`config.mk`:
```
export PLATFORM = sky130hd
export DESIGN_NAME = string_to_integer_parser_unit
export DESIGN_NICKNAME = d
export VERILOG_FILES = /design/src/rtl/core/strint_pkg.sv /design/src/rtl/core/string_to_integer_parser_unit.sv /design/src/rtl/core/strint_front.sv /design/src/rtl/core/strint_fifo.sv /design/src/rtl/core/strint_back.sv
export SDC_FILE = /design/constraint.sdc
export NUM_CORES = 1
export LEC_CHECK = 0
export BUFFER_PORTS_ARGS = -buffer_cell sky130_fd_sc_hd__buf_4
export CORE_MARGIN = 2
export CORE_UTILIZATION = 52
export CTS_CLUSTER_SIZE = 25
export DETAILED_ROUTE_END_ITERATION = 16
export HOLD_SLACK_MARGIN = 0.1
export PLACE_DENSITY = 0.76
export SYNTH_ARGS = -nofsm -noshare
export SYNTH_HDL_FRONTEND = slang
export SYNTH_SLANG_ARGS = --single-unit
```
`constraint.sdc`:
```
create_clock -name clk -period 8.06 [get_ports clk]
set_input_delay 0 -clock clk [delete_from_list [all_inputs] [get_ports clk]]
set_output_delay 0 -clock clk [all_outputs]
set_load 0.02 [all_outputs]
```
`src/rtl/core/strint_pkg.sv`:
```
// Shared types, constants and the character classifier of the string-to-integer parser.
package strint_pkg;

	// Consumed count saturates here.
	localparam logic [11:0] COUNT_CAP = 12'd4095;

	// Bases picked by prefix detection.
	localparam logic [5:0] BASE_AUTO = 6'd0;
	localparam logic [5:0] BASE_OCT  = 6'd8;
	localparam logic [5:0] BASE_DEC  = 6'd10;
	localparam logic [5:0] BASE_HEX  = 6'd16;

	// Queue between the front and back parts holds two items.
	localparam logic [1:0] QUEUE_FULL  = 2'd2;
	localparam logic [1:0] QUEUE_EMPTY = 2'd0;

	// Character codes.
	localparam logic [7:0] CH_TAB   = 8'h09;
	localparam logic [7:0] CH_LF    = 8'h0A;
	localparam logic [7:0] CH_SPACE = 8'h20;
	localparam logic [7:0] CH_PLUS  = 8'h2B;
	localparam logic [7:0] CH_MINUS = 8'h2D;
	localparam logic [7:0] CH_DIG0  = 8'h30;
	localparam logic [7:0] CH_DIG9  = 8'h39;
	localparam logic [7:0] CH_UP_A  = 8'h41;
	localparam logic [7:0] CH_UP_X  = 8'h58;
	localparam logic [7:0] CH_UP_Z  = 8'h5A;
	localparam logic [7:0] CH_LO_A  = 8'h61;
	localparam logic [7:0] CH_LO_X  = 8'h78;
	localparam logic [7:0] CH_LO_Z  = 8'h7A;

	// Offsets that turn a letter into its digit value (letter - 'a' + 10, or letter - 'A' + 10).
	localparam logic [7:0] LO_OFFSET = 8'd87;
	localparam logic [7:0] UP_OFFSET = 8'd55;

	typedef enum logic [2:0] {
		PH_IDLE,
		PH_LEAD,
		PH_PFX,
		PH_ZERO,
		PH_DIGITS
	} phase_t;

	// One classified character as it travels through the queue.
	typedef struct packed {
		logic       start;
		logic       ws;
		logic       minus;
		logic       plus;
		logic       zero;
		logic       xchar;
		logic       alnum;
		logic [5:0] digit;
	} char_class_t;

	function automatic char_class_t classify(input logic [7:0] c, input logic st);
		char_class_t r;
		logic is_num;
		logic is_lo;
		logic is_up;
		is_num  = (c >= CH_DIG0) && (c <= CH_DIG9);
		is_lo   = (c >= CH_LO_A) && (c <= CH_LO_Z);
		is_up   = (c >= CH_UP_A) && (c <= CH_UP_Z);
		r.start = st;
		r.ws    = (c == CH_SPACE) || (c == CH_TAB) || (c == CH_LF);
		r.minus = (c == CH_MINUS);
		r.plus  = (c == CH_PLUS);
		r.zero  = (c == CH_DIG0);
		r.xchar = (c == CH_LO_X) || (c == CH_UP_X);
		r.alnum = is_num || is_lo || is_up;
		if (is_num) begin
			r.digit = 6'(c - CH_DIG0);
		end else if (is_lo) begin
			r.digit = 6'(c - LO_OFFSET);
		end else if (is_up) begin
			r.digit = 6'(c - UP_OFFSET);
		end else begin
			r.digit = 6'd0;
		end
		return r;
	endfunction

endpackage

```
`src/rtl/core/string_to_integer_parser_unit.sv`:
```
// Top level of the string-to-integer parser: front, queue and back part.
//
//  channel  | handshake              | payload
//  ---------+------------------------+--------------------------------
//  char     | char_valid/char_stall  | ch[7:0], start_req
//  result   | res_valid/res_stall    | value[63:0] signed, consumed[11:0]
//  config   | cfg_wr_en              | cfg_wr_data[5:0] (radix)
//
// One character per cycle sustained without res_stall; the back stage's
// 64-by-6 multiply-add sets that figure. A result is registered as its stop
// character leaves the queue. char_stall rises only when the two-entry queue
// is full; a stalled result does not block the queue until the next result.
// arst_n clears the parse state, the queue and radix (to automatic base).
module string_to_integer_parser_unit
	import strint_pkg::*;
(
	input  logic               clk,
	input  logic               arst_n,
	input  logic               cfg_wr_en,
	input  logic [5:0]         cfg_wr_data,
	input  logic               char_valid,
	output logic               char_stall,
	input  logic [7:0]         ch,
	input  logic               start_req,
	output logic               res_valid,
	input  logic               res_stall,
	output logic signed [63:0] value,
	output logic [11:0]        consumed
);

	logic        q_push;
	logic        q_pop;
	logic [1:0]  q_level;
	char_class_t q_wdata;
	char_class_t q_rdata;
	logic [63:0] value_raw;

	strint_front u_front (
		.char_valid (char_valid),
		.char_stall (char_stall),
		.ch         (ch),
		.start_req  (start_req),
		.q_level    (q_level),
		.q_push     (q_push),
		.q_wdata    (q_wdata)
	);

	strint_fifo u_fifo (
		.clk    (clk),
		.arst_n (arst_n),
		.push   (q_push),
		.wdata  (q_wdata),
		.pop    (q_pop),
		.rdata  (q_rdata),
		.level  (q_level)
	);

	strint_back u_back (
		.clk         (clk),
		.arst_n      (arst_n),
		.cfg_wr_en   (cfg_wr_en),
		.cfg_wr_data (cfg_wr_data),
		.q_level     (q_level),
		.q_rdata     (q_rdata),
		.q_pop       (q_pop),
		.res_valid   (res_valid),
		.res_stall   (res_stall),
		.value       (value_raw),
		.consumed    (consumed)
	);

	assign value = signed'(value_raw);

	// A new result only comes from an item popped the cycle before.
	a_result_from_pop: assert property (@(posedge clk) disable iff (!arst_n)
		$rose(res_valid) |-> $past(q_pop))
		else $error("result raised without a popped item");

	// Never push into a full queue.
	a_no_overflow: assert property (@(posedge clk) disable iff (!arst_n)
		(q_level == QUEUE_FULL) |-> !q_push)
		else $error("push into full queue");

	// Fill level follows push without pop.
	a_level_up: assert property (@(posedge clk) disable iff (!arst_n)
		(q_push && !q_pop) |=> (q_level == $past(q_level) + 2'd1))
		else $error("queue level did not advance");

	// Never pop an empty queue.
	a_no_underflow: assert property (@(posedge clk) disable iff (!arst_n)
		(q_level == QUEUE_EMPTY) |-> !q_pop)
		else $error("pop from empty queue");

endmodule

```
`src/rtl/core/strint_front.sv`:
```
// Front part: accepts characters, classifies them and pushes them into the queue.
module strint_front
	import strint_pkg::*;
(
	input  logic        char_valid,
	output logic        char_stall,
	input  logic [7:0]  ch,
	input  logic        start_req,
	input  logic [1:0]  q_level,
	output logic        q_push,
	output char_class_t q_wdata
);

	// Stall while the queue has no free slot.
	assign char_stall = (q_level == QUEUE_FULL);

	// Push every accepted item.
	assign q_push  = char_valid && !char_stall;
	assign q_wdata = classify(ch, start_req);

endmodule

```
`src/rtl/core/strint_fifo.sv`:
```
// Two-entry queue of classified characters between the front and back parts.
module strint_fifo
	import strint_pkg::*;
(
	input  logic        clk,
	input  logic        arst_n,
	input  logic        push,
	input  char_class_t wdata,
	input  logic        pop,
	output char_class_t rdata,
	output logic [1:0]  level
);

	char_class_t mem_q [2];
	logic        wr_ptr_q;
	logic        rd_ptr_q;
	logic [1:0]  level_q;

	// Advance pointers and track fill level.
	always_ff @(posedge clk or negedge arst_n) begin
		if (!arst_n) begin
			wr_ptr_q <= 1'b0;
			rd_ptr_q <= 1'b0;
			level_q  <= QUEUE_EMPTY;
		end else begin
			if (push) begin
				wr_ptr_q <= !wr_ptr_q;
			end
			if (pop) begin
				rd_ptr_q <= !rd_ptr_q;
			end
			if (push && !pop) begin
				level_q <= level_q + 2'd1;
			end else if (pop && !push) begin
				level_q <= level_q - 2'd1;
			end
		end
	end

	// Store the pushed item.
	always_ff @(posedge clk) begin
		if (push) begin
			mem_q[wr_ptr_q] <= wdata;
		end
	end

	assign rdata = mem_q[rd_ptr_q];
	assign level = level_q;

endmodule

```
`src/rtl/core/strint_back.sv`:
```
// Back part: parse state machine, multiply-add accumulator and result register.
module strint_back
	import strint_pkg::*;
(
	input  logic         clk,
	input  logic         arst_n,
	input  logic         cfg_wr_en,
	input  logic [5:0]   cfg_wr_data,
	input  logic [1:0]   q_level,
	input  char_class_t  q_rdata,
	output logic         q_pop,
	output logic         res_valid,
	input  logic         res_stall,
	output logic [63:0]  value,
	output logic [11:0]  consumed
);

	logic [5:0]  radix_q;
	phase_t      phase_q;
	phase_t      phase_d;
	phase_t      phase_eff;
	logic        neg_q;
	logic [63:0] acc_q;
	logic [11:0] cnt_q;
	logic [5:0]  base_q;
	logic        res_valid_q;
	logic [63:0] value_q;
	logic [11:0] consumed_q;

	logic        neg_eff;
	logic [63:0] acc_eff;
	logic [11:0] cnt_eff;
	logic [5:0]  base_eff;
	logic        out_free;
	logic        pfx_zero;
	logic [5:0]  digit_base;
	logic        digit_ok;
	logic [63:0] mac;
	logic        take_pfx;
	logic        take_digit;
	logic        emit;
	logic        neg_set;
	logic        x_prefix;

	// Pop when the result register can take whatever this item causes.
	assign out_free = !res_valid_q || !res_stall;
	assign q_pop    = (q_level != QUEUE_EMPTY) && (out_free || !emit);

	// A start character restarts the parse from a clean state.
	assign phase_eff = q_rdata.start ? PH_LEAD : phase_q;
	assign neg_eff   = q_rdata.start ? 1'b0 : neg_q;
	assign acc_eff   = q_rdata.start ? 64'd0 : acc_q;
	assign cnt_eff   = q_rdata.start ? 12'd0 : cnt_q;
	assign base_eff  = q_rdata.start ? 6'd0 : base_q;

	assign pfx_zero = ((radix_q == BASE_AUTO) || (radix_q == BASE_HEX)) && q_rdata.zero;

	// Pick the base this character is judged against.
	always_comb begin
		case (phase_eff)
			PH_LEAD, PH_PFX: digit_base = (radix_q == BASE_AUTO) ? BASE_DEC : radix_q;
			PH_ZERO:         digit_base = (radix_q == BASE_AUTO) ? BASE_OCT : BASE_HEX;
			default:         digit_base = base_eff;
		endcase
	end

	assign digit_ok = q_rdata.alnum && (q_rdata.digit < digit_base);
	assign mac      = 64'(acc_eff * 64'(digit_base)) + 64'(q_rdata.digit);

	// Next state.
	always_comb begin
		case (phase_eff)
			PH_LEAD: begin
				if (q_rdata.ws) begin
					phase_d = PH_LEAD;
				end else if (q_rdata.minus || q_rdata.plus) begin
					phase_d = PH_PFX;
				end else if (pfx_zero) begin
					phase_d = PH_ZERO;
				end else begin
					phase_d = digit_ok ? PH_DIGITS : PH_IDLE;
				end
			end
			PH_PFX: begin
				if (pfx_zero) begin
					phase_d = PH_ZERO;
				end else begin
					phase_d = digit_ok ? PH_DIGITS : PH_IDLE;
				end
			end
			PH_ZERO: begin
				if (q_rdata.xchar || digit_ok) begin
					phase_d = PH_DIGITS;
				end else begin
					phase_d = PH_IDLE;
				end
			end
			PH_DIGITS: phase_d = digit_ok ? PH_DIGITS : PH_IDLE;
			default:   phase_d = PH_IDLE;
		endcase
	end

	// Actions taken on the current character.
	always_comb begin
		take_pfx   = 1'b0;
		take_digit = 1'b0;
		emit       = 1'b0;
		neg_set    = 1'b0;
		x_prefix   = 1'b0;
		case (phase_eff)
			PH_LEAD: begin
				if (q_rdata.ws || q_rdata.plus) begin
					take_pfx = 1'b1;
				end else if (q_rdata.minus) begin
					take_pfx = 1'b1;
					neg_set  = 1'b1;
				end else if (pfx_zero) begin
					take_pfx = 1'b1;
				end else begin
					take_digit = digit_ok;
					emit       = !digit_ok;
				end
			end
			PH_PFX: begin
				if (pfx_zero) begin
					take_pfx = 1'b1;
				end else begin
					take_digit = digit_ok;
					emit       = !digit_ok;
				end
			end
			PH_ZERO: begin
				if (q_rdata.xchar) begin
					take_pfx = 1'b1;
					x_prefix = 1'b1;
				end else begin
					take_digit = digit_ok;
					emit       = !digit_ok;
				end
			end
			PH_DIGITS: begin
				take_digit = digit_ok;
				emit       = !digit_ok;
			end
			default: begin
				take_pfx = 1'b0;
			end
		endcase
	end

	// Control state: radix, phase, sign, count, base, result valid.
	always_ff @(posedge clk or negedge arst_n) begin
		if (!arst_n) begin
			radix_q     <= BASE_AUTO;
			phase_q     <= PH_IDLE;
			neg_q       <= 1'b0;
			cnt_q       <= 12'd0;
			base_q      <= 6'd0;
			res_valid_q <= 1'b0;
		end else begin
			if (cfg_wr_en) begin
				radix_q <= cfg_wr_data;
			end
			if (q_pop) begin
				phase_q <= phase_d;
				neg_q   <= neg_eff || neg_set;
				if ((take_pfx || take_digit) && (cnt_eff != COUNT_CAP)) begin
					cnt_q <= cnt_eff + 12'd1;
				end else begin
					cnt_q <= cnt_eff;
				end
				// Fix the base when digits begin.
				if (phase_eff != PH_DIGITS) begin
					base_q <= x_prefix ? BASE_HEX : digit_base;
				end else begin
					base_q <= base_eff;
				end
			end
			if (out_free) begin
				res_valid_q <= q_pop && emit;
			end
		end
	end

	// Accumulator and result payload.
	always_ff @(posedge clk) begin
		if (q_pop) begin
			acc_q <= take_digit ? mac : acc_eff;
		end
		if (q_pop && emit) begin
			value_q    <= neg_eff ? (64'd0 - acc_eff) : acc_eff;
			consumed_q <= cnt_eff;
		end
	end

	assign res_valid = res_valid_q;
	assign value     = value_q;
	assign consumed  = consumed_q;

endmodule

```
Word-level counts from Yosys, hierarchy flattened --
Memories as Yosys holds them, arrays and structs flattened. Cells that the tools add are included.
Cells by class: add/subtract/negate cells 8, multiplexer cells 45, multiply operators 1, magnitude comparators 7, equal/unequal tests 16, reduce and logical (&&, ||, !) cells 37
Operators by type and width (count):
- 64-bit 2-to-1 mux | 3
- 64-bit by 6-bit adder with 64-bit output | 1
- 64-bit by 6-bit multiplier with 64-bit output | 1
- 1-bit by 64-bit subtractor with 64-bit output (first input constant) | 1
- 6-bit 2-to-1 mux | 7
- 8-bit by 6-bit == test with 1-bit output (second input constant) | 4
- 12-bit 2-to-1 mux | 2
- 1-bit 2-to-1 mux | 19
- 3-bit 2-to-1 mux | 6
- 8-bit by 4-bit == test with 1-bit output (second input constant) | 2
- 8-bit by 7-bit == test with 1-bit output (second input constant) | 2
- 8-bit by 7-bit >= comparator with 1-bit output (second input constant) | 2
- 8-bit by 7-bit less-or-equal comparator with 1-bit output (second input constant) | 2
- 1-bit logical OR | 13
- 12-bit by 1-bit adder with 12-bit output (second input constant) | 1
- 12-bit != test (second input constant) | 1
- 3-bit case mux with 4 select lines | 1
- 6-bit case mux with 2 select lines | 1
- 6-bit subtractor (second input constant) | 2
- 1-bit logical AND | 11
- 1-bit logical NOT | 9
- 8-bit by 6-bit >= comparator with 1-bit output (second input constant) | 1
- 8-bit by 6-bit less-or-equal comparator with 1-bit output (second input constant) | 1
- 1-bit case mux with 4 select lines | 2
- 16 further kinds | 19
Word-level totals: memories kept 1, input port bits 20, bits in writable memories 26, register bits after elaboration 173, word-level logic and storage cells 127
Memory list:
- u_fifo.mem_q | words 2, width 13, rd ports 1, clocked after memory_dff 0, wr ports 1, RTL line strint_fifo.sv:14 | char_class_t mem_q [2];

Longest topological paths before layout --
Gate-level depths: netlist (run 1). An unclocked memory read counts as a cell.
depth after elaboration 18, depth in mapped cells 27, mapped depth without buffers 26

Modules after synthesis --
From an unflattened synthesis (run 1), not the netlist that was laid out.
Unflattened totals: cell total of the unflattened synthesis 2389, area total of the unflattened synthesis 21999.8 sq um
Modules (own cells, without submodules):
- strint_back | times used 1, area an instance 20358.3 sq um, cells each 2256
- strint_fifo | times used 1, area an instance 1114.8 sq um, cells each 54
- strint_front | times used 1, area an instance 526.8 sq um, cells each 79

Least setup slack after synthesis (run 1) --
Ideal clock, no wire load.
path kind reg-to-reg, from register u_fifo.rd_ptr_q, to register u_back.acc_q[40], data pin, library setup time 0.265 ns, path buffers 5, data required time 7.795 ns, stages on the path, launching flop included 26, clock period less this slack 7.212 ns, arrival 6.947 ns, slack 0.848 ns, cells stage by stage dfrtp_1 buf_6 mux2i_4 clkbuf_1 buf_1 clkbuf_1 clkbuf_1 nand2_1 or2_2 fa_1 fa_1 inv_1 fa_1 inv_1 fa_1 inv_1 ha_1 nand4_1 a2111oi_0 a211oi_2 o311ai_1 a21oi_1 o21ai_1 a21oi_1 and4b_1 or3_1
On the way: cells in the longest elaborated chain, start to end 12, elaborated cells between the ends (all ways) 22, classes of those cells add/sub (1); mul (1); order compare (1); eq/ne (4); mux (10); reduce/logical (4); memory (1)
Ends and longest elaborated chain:
- start, declared | RTL line strint_fifo.sv:16 | logic rd_ptr_q;
- start signal, assigned | RTL line strint_fifo.sv:30 | rd_ptr_q <= !rd_ptr_q;
- memory 2 x 13 bit (*)
- branches (longest 10 deep; another with 64-bit by 6-bit multiplier with 64-bit output)
- 64-bit 2-to-1 mux (*) | RTL line strint_back.sv:188 | acc_q <= take_digit ? mac : acc_eff;
- end signal, assigned | RTL line strint_back.sv:188
- end, declared | RTL line strint_back.sv:23 | logic [63:0] acc_q;
Every way passes the cells marked *. A chain may end at the register's enable or synchronous reset.

Final worst setup path (run 1) --
from register u_fifo.rd_ptr_q, to register u_back.acc_q[62], data pin
Same word-level chain as after synthesis.

==> results of run 1 <==
critical path, cell delays in order (launching register included):
cell and delay (ns):
dfrtp_1 0.58, mux2_4 0.49, nor2_4 0.30, o21ai_0 0.14, buf_4 0.17, inv_2 0.60
buf_4 0.43, nor2_1 0.11, fa_1 0.47, fa_1 0.52, fa_1 0.51, ha_1 0.31
ha_1 0.45, and4_1 0.27, nand3_1 0.19, nor2_1 0.35, nand3_1 0.11, o22a_1 0.29
a21oi_1 0.22, o31ai_1 0.18, o21ai_0 0.23, mux2i_1 0.22, nand3_1 0.09
cells in the mapped netlist, types with 5 or more instances:
library cell and n:
a211oi_1 9, o21a_1 12, clkbuf_1 90, nand4_1 12
buf_1 19, nor3_1 26, o211ai_1 8, nand3_1 71
a21boi_0 5, o41ai_1 10, xnor2_1 56, nor4_1 15
a21oi_1 86, o21bai_1 13, or2_2 7, ha_1 146
xor2_1 78, nand2_1 232, o31a_1 5, and2_1 18
mux2_2 14, mux2i_1 10, a21o_1 38, nor2_1 433
nand2b_1 15, edfxtp_1 166, a31oi_1 17, o21ai_0 160
fa_1 240, inv_1 129, or4_1 6, dfrtp_1 33
and3_1 13, or3_1 16, o31ai_1 26, nand3b_1 5
nor2b_1 13
stage by stage:
stage | cell area, um^2 | instances | worst slack (ns) | utilization | hold slack [ns]
2_1_floorplan | 21500 | 2326 | 0.848 | - | -0.296
3_3_place_gp | 22700 | 2862 | 0.735 | 0.556 | -0.0291
3_5_place_dp | 22700 | 2862 | 0.622 | 0.556 | -0.0278
4_1_cts | 23600 | 2922 | 0.595 | 0.578 | 0.110
5_1_grt | 23600 | 2922 | 0.0327 | 0.578 | 0.174
6_report | 23600 | 2922 | 0.523 | 0.578 | 0.136
final timing paths:
kind | start | to | slack, ns | depth (start not counted)
max in group asynchronous | arst_n | u_back.neg_q | 7.32 | 4
min in group asynchronous | arst_n | u_fifo.level[1] | 0.55 | 4
max reg2reg | u_fifo.rd_ptr_q | u_back.acc_q[62] | 0.52 | 22
min reg2reg | u_fifo.wr_ptr_q | u_fifo.wr_ptr_q | 0.50 | 1
max | u_fifo.rd_ptr_q | u_back.acc_q[62] | 0.52 | 22
min | ch[5] | u_fifo.mem_q[1][5] | 0.14 | 4
state kept, by name (all words and copies together), names as in the netlist:
signal and flops:
u_fifo.mem_q 26, u_back.res_valid 1, u_fifo.level 2, u_back.phase_q 3, u_back.neg_q 1, u_back.acc_q 64, u_back.base_q 6, u_fifo.wr_ptr_q 1
u_back.radix_q 6, u_back.value 64, u_fifo.rd_ptr_q 1, u_back.consumed 12, u_back.cnt_q 12
metal layers:
metal / GRT usage / vias to the layer above / routed length (um) / part of all wire
met4: 0.104 / 0 / 1660 / 0.030
met5: 0 / - / 0 / 0
met3: 0.0427 / 119 / 4490 / 0.080
met1: 0.355 / 8602 / 23200 / 0.41
li1: - / 8026 / - / -
met2: 0.444 / 802 / 27000 / 0.48
kinds of logic after synthesis:
family | Yosys count | synth area share
AOI/OAI and AO/OA | 435 | 0.128
and+or+nand+nor | 900 | 0.183
muxes | 26 | 0.0137
buffers and inverters | 246 | 0.0436
xor gates and xnor gates | 134 | 0.0545
DFF | 199 | 0.270
adders and majority gates | 386 | 0.308
what timing repair did:
item | 4_1_cts | 5_1_grt
hold endpoints to repair | 64 | 0
buffers inserted | 0 | 0
gates resized for setup | 0 | 1
hold buffers | 28 | 0
endpoints found under the setup margin | 0 | 1
cell type report:
| class | count | area [um^2] | area share |
|---|---|---|---|
| clock buffers | 17 | 425 | 0.0180 |
| flip-flops and latches | 199 | 5810 | 0.246 |
| inverters | 130 | 488 | 0.0207 |
| repair buffers | 148 | 1200 | 0.0510 |
| clock inverters | 15 | 168 | 0.00710 |
| well taps | 532 | 666 | 0.0282 |
| multi-input cells | 1881 | 14800 | 0.629 |
==> results by group, run 1 <==
Clock tree
  – Root buf cell: clkbuf_16
  – CTS tree: done
  – Htree depth: 4
  – Clk Latency, worst-skew pair: between 0.4 and 0.5 ns
  – Largest buffer count on any clock path: 2
  – Clk sinks: around 200
  – Total CTS buffers: 17
  – Clock-pin slew on the worst setup and hold paths: ~0.080 ns

Worst setup path
  – Crit path kind: reg2reg
  – CP Capture Type: flop
  – Startpoint Class: flop
  – Worst EP arrival: roughly 7.8 ns
  – Critical Path Fanout Max: 36
  – Critical path required time: 8.29 ns

Drt
  – Drt wl/cell: about 19 um
  – DRT Wirelength: approximately 56 mm
  – DRC: 0
  – DRT Pass-1 Iters: 5
  – Via Count: roughly 18,000
  – Via-to-Cell Ratio: approximately 6
  – ANT nets after route: 0
  – 1st-iter DRT viols: ~1,500

Logic synthesis
  – Ys async rst share: 0.166
  – Main flop type after synthesis: edfxtp_1
  – Mapped Area: 0.0215 mm^2
  – Ranking of synthesized cells by area: edfxtp_1 23%, fa_1 22%, ha_1 8.5%
  – Share of the synthesized area in the top cell type: 0.231
  – Mapped Cells: between 2,000 and 2,500
  – Ys Warns: 0
  – Netlist cell types: 85
  – Mean post-synth cell area: 9.26 um^2
  – Sequential area share after synthesis: 0.270
  – EDFF count, synth: 166
  – Area leader, netlist: edfxtp_1
  – Syn Nets: 2,732
  – Seq cells post-synth: roughly 200

Floorplanning
  – # IOs: between 90 and 100
  – Row Count: 74
  – Starting Density: 0.528
  – DIE AREA: roughly 0.043 mm^2
  – Die span in x: around 210 um
  – Core area: between 0.04 and 0.05 mm^2
  – Chip height: 208 um

STA
  – Final setup fails: 0
  – Final min period: approximately 7.5 ns
  – Max-slew violations: 0
  – Hold Fails Final Rpt: 0
  – Slew headroom: 0.214
  – Clock skew: roughly 0.015 ns
  – Final cycle utilization of the critical path: 0.935
  – RSZ-0062 raised after global routing: false
  – Worst slew pin tran: about 1.2 ns
  – FMAX: 133 MHz
  – Setup TNS Final: 0 ns

Layout
  – Most frequent cells in the layout: 432 x nor2_1, 240 x fa_1, 232 x nand2_1, 166 x edfxtp_1, 160 x o21ai_0
  – Number of inserted diodes: 0
  – Filler cells: between 3,000 and 4,000
  – Final #Nets: around 2,800
  – Most common cell after layout, fill and taps aside: nor2_1
  – Area grow syn2layout: 9.59%
  – Layout cells sized above 1: 0.0854

Placed design
  – Gpl congestion: roughly 0.95
  – Port Buffers: 97
  – Post-detail-place hpwl: about 43 mm

GRT
  – GRT overflow: 0
  – Vias in the first global route: between 15,000 and 20,000
  – Largest net degree at the start of global routing: 118
  – Total track usage: 0.268
  – First-pass GRT wire length: between 90 and 100 mm
  – Initial antenna violation count: 1

Min path
  – Worst hold-check path type: in2reg

Run
  – Max-Cap Viols: 0

Run status
  – Status: completed
Power of run 1 is left out: the tool's default activity adds up to more than one toggle a clock period on the data nets, which glitch-free logic cannot reach.
==> run 2: changes to the inputs <==
Settings changed: PLACE_DENSITY 0.76 to 0.79.
==> run 2 against run 1 <==
Maximum frequency down 2.3%. Final area is 0.20% higher. Sequential cell count unchanged. Critical path depth rose by 3. Clock skew up 0.013 ns. Worst setup slack lost 0.18 ns. Count of clock-buffer cells in the layout did not move. Register-to-register slack worse by 0.18 ns. Global-route usage down 0.25 points.
==> results by group, run 2 (same netlist as run 1, synthesis figures left out) <==
Placed design
  – Gpl congestion: 0.949 (about the same)
  – Port Buffers: 97 (unchanged)
  – Post-detail-place hpwl: 42.3 mm (-0.51%)
  – Setup WS pre-CTS: 0.335 ns (-0.286 ns)
  – Placed Area: 0.0227 mm^2 (about the same)

STA
  – Final cycle utilization of the critical path: 0.957 (+0.0217)
  – Final min period: 7.71 ns (+0.175 ns)
  – Hold Fails Final Rpt: 0 (unchanged)
  – Final setup fails: 0 (unchanged)
  – Worst slew pin tran: 1.17 ns (-0.00448 ns)
  – RSZ-0062 raised after global routing: false
  – FMAX: 130 MHz (-2.3%)
  – Setup WS post-layout: 0.348 ns (-0.175 ns)
  – Slew headroom: 0.217 (+0.00300)
  – Clock skew: 0.0278 ns (+0.0126 ns)
  – Max-slew violations: 0 (unchanged)
  – Setup TNS Final: 0 ns (unchanged)

Drt
  – 1st-iter DRT viols: 1,590 (+5.2%)
  – Via-to-Cell Ratio: 6.09 (+1.5%)
  – Via Count: 17,800 (+1.5%)
  – DRC: 0 (unchanged)
  – Drt wl/cell: 19.3 um (-0.12%)
  – ANT nets after route: 0 (unchanged)
  – DRT Wirelength: 56.3 mm (about the same)
  – DRT Pass-1 Iters: 7 (+2)

GRT
  – Total track usage: 0.266 (-0.00253)
  – GRT overflow: 0 (unchanged)
  – Vias in the first global route: 18,200 (+0.28%)
  – Initial antenna violation count: 0 (-1)
  – First-pass GRT wire length: 92.5 mm (-0.89%)
  – Largest net degree at the start of global routing: 145 (+23%)

Worst setup path
  – Most used cell, CP: inv_1
  – Crit path kind: reg2reg
  – CP Capture Type: flop
  – R2r endpoint: u_back.acc_q[40]
  – R2R Setup Slk: 0.35 ns (-0.18 ns)
  – Critical Path Fanout Max: 36 (unchanged)
  – Slowest CP cell: dfrtp_1
  – Worst r2r src: u_fifo.rd_ptr_q
  – Worst EP arrival: 7.94 ns (+0.18 ns)
  – Startpoint Class: flop
  – R2R cell count: 25 (+14%)
  – Critical path required time: 8.28 ns (about the same)
  – Max stage delay on crit path: 0.58 ns (-0.02 ns)

Floorplanning
  – Starting Density: 0.528 (unchanged)
  – Chip height: 208 um (unchanged)
  – DIE AREA: 0.0431 mm^2 (unchanged)
  – Die span in x: 208 um (unchanged)
  – # IOs: 98 (unchanged)
  – Core area: 0.0408 mm^2 (unchanged)
  – Row Count: 74 (unchanged)

Min path
  – Worst hold-check path type: in2reg
  – Hold EP: u_fifo.mem_q[1][5]
  – Hold Path Cell Cnt: 4 (unchanged)
  – HP Start: ch[5]

Clock tree
  – Clock-pin slew on the worst setup and hold paths: 0.08 ns (about the same)
  – Clk sinks: 199 (unchanged)
  – Root buf cell: clkbuf_16
  – CTS tree: done
  – Htree depth: 4 (unchanged)
  – Largest buffer count on any clock path: 2 (unchanged)
  – Clk Latency, worst-skew pair: 0.49 ns (about the same)
  – Postcts setup bufs: 0 (unchanged)
  – Total CTS buffers: 17 (unchanged)

Layout
  – Final instance area: 0.0237 mm^2 (+0.20%)
  – Final #Nets: 2,784 (+0.036%)
  – Area grow syn2layout: 9.81%
  – Filler cells: 3,415 (+0.29%)
  – Layout cells sized above 1: 0.0857 (+0.000383)
  – Number of inserted diodes: 0 (unchanged)
  – Most common cell after layout, fill and taps aside: nor2_1
  – Most frequent cells in the layout: 432 x nor2_1, 240 x fa_1, 232 x nand2_1, 166 x edfxtp_1, 160 x o21ai_0

Run status
  – Status: completed

Run
  – Max-Cap Viols: 0 (unchanged)
## run 2: worst max-delay path, delay by kind of cell (launching register included)
kind,cells,cell delay (ns)
AO/OA/AOI/OAI,8,2.32
flip-flops,1,0.58
AND/OR/NAND/NOR,4,0.81
adder cells (fa/ha/maj),5,2.43
buffers and inverters,7,0.90
multiplexers,1,0.34
## run 2: final cells by class
class,count,area (um^2),share of cell area
tap,532,666,0.0281
sequential,199,5810,0.246
timing repair buffer,149,1210,0.0512
clock inverter,15,206,0.00873
multi-input combinational,1881,14800,0.628
clock buffer,17,425,0.0180
inverter,130,488,0.0206
## run 2: layer usage
layer,part of all wire,GRT usage
met3,0.077,0.0487
met2,0.48,0.441
met4,0.033,0.104
met5,0,0
met1,0.41,0.346
## run 2: worst max path at each step
stage	startpoint	to	slack [ns]	cells past startpoint
CTS	u_fifo.rd_ptr_q	u_back.acc_q[40]	0.30	25
detailed placement	u_fifo.rd_ptr_q	u_back.acc_q[40]	0.34	25
floorplan	u_fifo.rd_ptr_q	u_back.acc_q[40]	0.85	25
finish	u_fifo.rd_ptr_q	u_back.acc_q[40]	0.35	25
global placement	u_fifo.rd_ptr_q	u_back.acc_q[40]	0.50	25
global route	u_fifo.rd_ptr_q	u_back.acc_q[40]	0.03	25
## run 2: per-stage QoR
stage	std cells	util	hold WS [ns]
5_1_grt	2923	0.579	0.157
2_1_floorplan	2326	-	-0.296
4_1_cts	2923	0.579	0.127
6_report	2923	0.579	0.161
3_5_place_dp	2863	0.557	-0.0214
3_3_place_gp	2863	0.557	-0.0275
## run 2: repair_timing
action	CTS	global route
hold buffers	28	0
gates resized for setup	0	2
endpoints found under the setup margin	0	2
hold endpoints to repair	64	0
Power of run 2 is left out for the same reason.
==> run 3: changes to the inputs <==
Settings changed: CORE_UTILIZATION 52 to 48, PLACE_DENSITY 0.79 to 0.75.
==> run 3 against run 2 <==
Critical path depth down 3. Via count down 0.65%. Worst setup slack better by 0.18 ns. Die area up 8.2%. Count of clock-buffer cells in the layout up 1. Critical endpoint is now u_back.acc_q[63]. Critical path type unchanged. First-iteration DRC count up 3.7%. Clock skew up 0.0010 ns.
==> results by group, run 3 (same netlist as run 1, synthesis figures left out) <==
Clock tree
  – Largest buffer count on any clock path: 2 (unchanged)
  – Clk Latency, worst-skew pair: 0.49 ns (about the same)
  – Clk sinks: 199 (unchanged)
  – CTS tree: done
  – Htree depth: 4 (unchanged)
  – Clock-pin slew on the worst setup and hold paths: 0.08 ns (about the same)
  – Postcts setup bufs: 0 (unchanged)
  – Total CTS buffers: 17 (unchanged)
  – Root buf cell: clkbuf_16

STA
  – Clock skew: 0.0288 ns (+0.00102 ns)
  – Setup TNS Final: 0 ns (unchanged)
  – Hold Fails Final Rpt: 0 (unchanged)
  – Worst slew pin tran: 1.16 ns (-0.00724 ns)
  – FMAX: 133 MHz (+2.4%)
  – Final cycle utilization of the critical path: 0.934 (-0.0226)
  – Max-slew violations: 0 (unchanged)
  – Hold_ws: 0.149 ns (-0.0119 ns)
  – RSZ-0062 raised after global routing: false
  – Slew headroom: 0.225 (+0.00771)
  – Final setup fails: 0 (unchanged)
  – Final min period: 7.53 ns (-0.182 ns)

Worst setup path
  – R2R cell count: 22 (-12%)
  – CP Capture Type: flop
  – Critical Path End: u_back.acc_q[63]
  – Worst EP arrival: 7.85 ns (-0.09 ns)
  – Worst r2r src: u_fifo.rd_ptr_q
  – Startpoint Class: flop
  – Critical path required time: 8.38 ns (+0.10 ns)
  – R2r endpoint: u_back.acc_q[63]
  – R2R Setup Slk: 0.53 ns (+0.18 ns)
  – Worst Setup SP: u_fifo.rd_ptr_q
  – Critical Path Fanout Max: 61 (+69%)
  – Crit path kind: reg2reg

Layout
  – Most frequent cells in the layout: 432 x nor2_1, 240 x fa_1, 232 x nand2_1, 166 x edfxtp_1, 160 x o21ai_0
  – Most common cell after layout, fill and taps aside: nor2_1
  – Number of inserted diodes: 0 (unchanged)
  – Area grow syn2layout: 10.1%
  – Final #Nets: 2,787 (+0.11%)
  – Layout cells sized above 1: 0.0873 (+0.00156)
  – Cell Count, Final, Fillers Out: 2,986 (+2.2%)

Drt
  – Via-to-Cell Ratio: 5.93 (-2.7%)
  – DRT Wirelength: 55.8 mm (-1.0%)
  – ANT nets after route: 0 (unchanged)
  – DRT Pass-1 Iters: 7 (unchanged)
  – 1st-iter DRT viols: 1,649 (+3.7%)
  – Drt wl/cell: 18.7 um (-3.1%)
  – Via Count: 17,700 (-0.65%)
  – DRC: 0 (unchanged)

Floorplanning
  – Core area: 0.0442 mm^2 (+8.3%)
  – Die span in x: 216 um (+4.0%)
  – Starting Density: 0.487 (-0.0404)
  – Chip height: 216 um (+4.0%)
  – # IOs: 98 (unchanged)
  – Row Count: 77 (+4.1%)
  – DIE AREA: 0.0466 mm^2 (+8.2%)

GRT
  – Total track usage: 0.244 (-0.0213)
  – GRT overflow: 0 (unchanged)
  – First-pass GRT wire length: 91.8 mm (-0.79%)
  – Largest net degree at the start of global routing: 69 (-52%)
  – Initial antenna violation count: 0 (unchanged)
  – Vias in the first global route: 18,100 (-0.66%)

Run status
  – Status: completed

Placed design
  – Port Buffers: 97 (unchanged)
  – Post-detail-place hpwl: 42.6 mm (+0.66%)
  – Placed cell count: 2,926 (+2.2%)
  – Gpl congestion: 0.963 (+1.4%)

Run
  – Max-Cap Viols: 0 (unchanged)

Min path
  – Worst hold-check path type: in2reg
[run 3: what timing repair did]
action / in CTS / in global routing
resized for setup: 0 / 2
setup endpoints to repair: 0 / 3
hold endpoints to repair: 64 / 0
hold buffers: 28 / 0
[run 3: worst min path at each step]
| stage | slack [ns] | cells past startpoint | endpoint | from |
|---|---|---|---|---|
| 2_1_floorplan | -0.30 | 0 | u_back.base_q[0] | arst_n |
| 3_3_place_gp | -0.03 | 1 | u_back.cnt_q[3] | arst_n |
| 3_5_place_dp | -0.03 | 1 | u_back.res_valid | arst_n |
| 4_1_cts | 0.13 | 4 | u_fifo.mem_q[0][5] | ch[5] |
| 5_1_grt | 0.18 | 4 | u_fifo.mem_q[0][5] | ch[5] |
| 6_report | 0.15 | 4 | u_fifo.mem_q[0][5] | ch[5] |
[run 3: layout make-up]
type / instances / area, um^2
Tap cell: 592 / 741
Inverter: 130 / 492
Fill cell: 3869 / 20500
Timing Repair Buffer: 152 / 1220
Clock inverter: 14 / 158
Sequential cell: 199 / 5810
Clock buffer: 18 / 450
Multi-Input combinational cell: 1881 / 14800
[run 3: metal layers]
| layer | routed length (um) | track usage |
|---|---|---|
| met5 | 0 | 0 |
| met4 | 1600 | 0.0814 |
| met3 | 4090 | 0.0372 |
| met2 | 27300 | 0.418 |
| met1 | 22700 | 0.318 |
[run 3: worst max-delay path, stage by stage, from the launching register on]
cell and delay (ns):
dfrtp_1 0.41, buf_4 0.26, mux2_4 0.21, buf_4 0.33
nor2_1 0.19, a221oi_4 0.31, buf_6 0.46, nor2_1 0.14
fa_1 0.51, fa_1 0.52, fa_1 0.49, ha_1 0.31
ha_1 0.37, a211oi_1 0.33, o21ai_0 0.22, a211oi_1 0.36
a21oi_1 0.22, nor4_1 0.64, o31a_1 0.33, o21a_1 0.15
nor3_1 0.06, o41ai_1 0.35, o2bb2ai_1 0.15
[run 3: per-stage QoR]
step,util,area [um^2],worst slack (ns)
detailed placement,0.516,22800,0.464
global placement,0.516,22800,0.704
global route,0.536,23700,0.0441
CTS,0.536,23700,0.437
finish,0.536,23700,0.530
floorplan,-,21500,0.848
Power of run 3 is left out for the same reason.
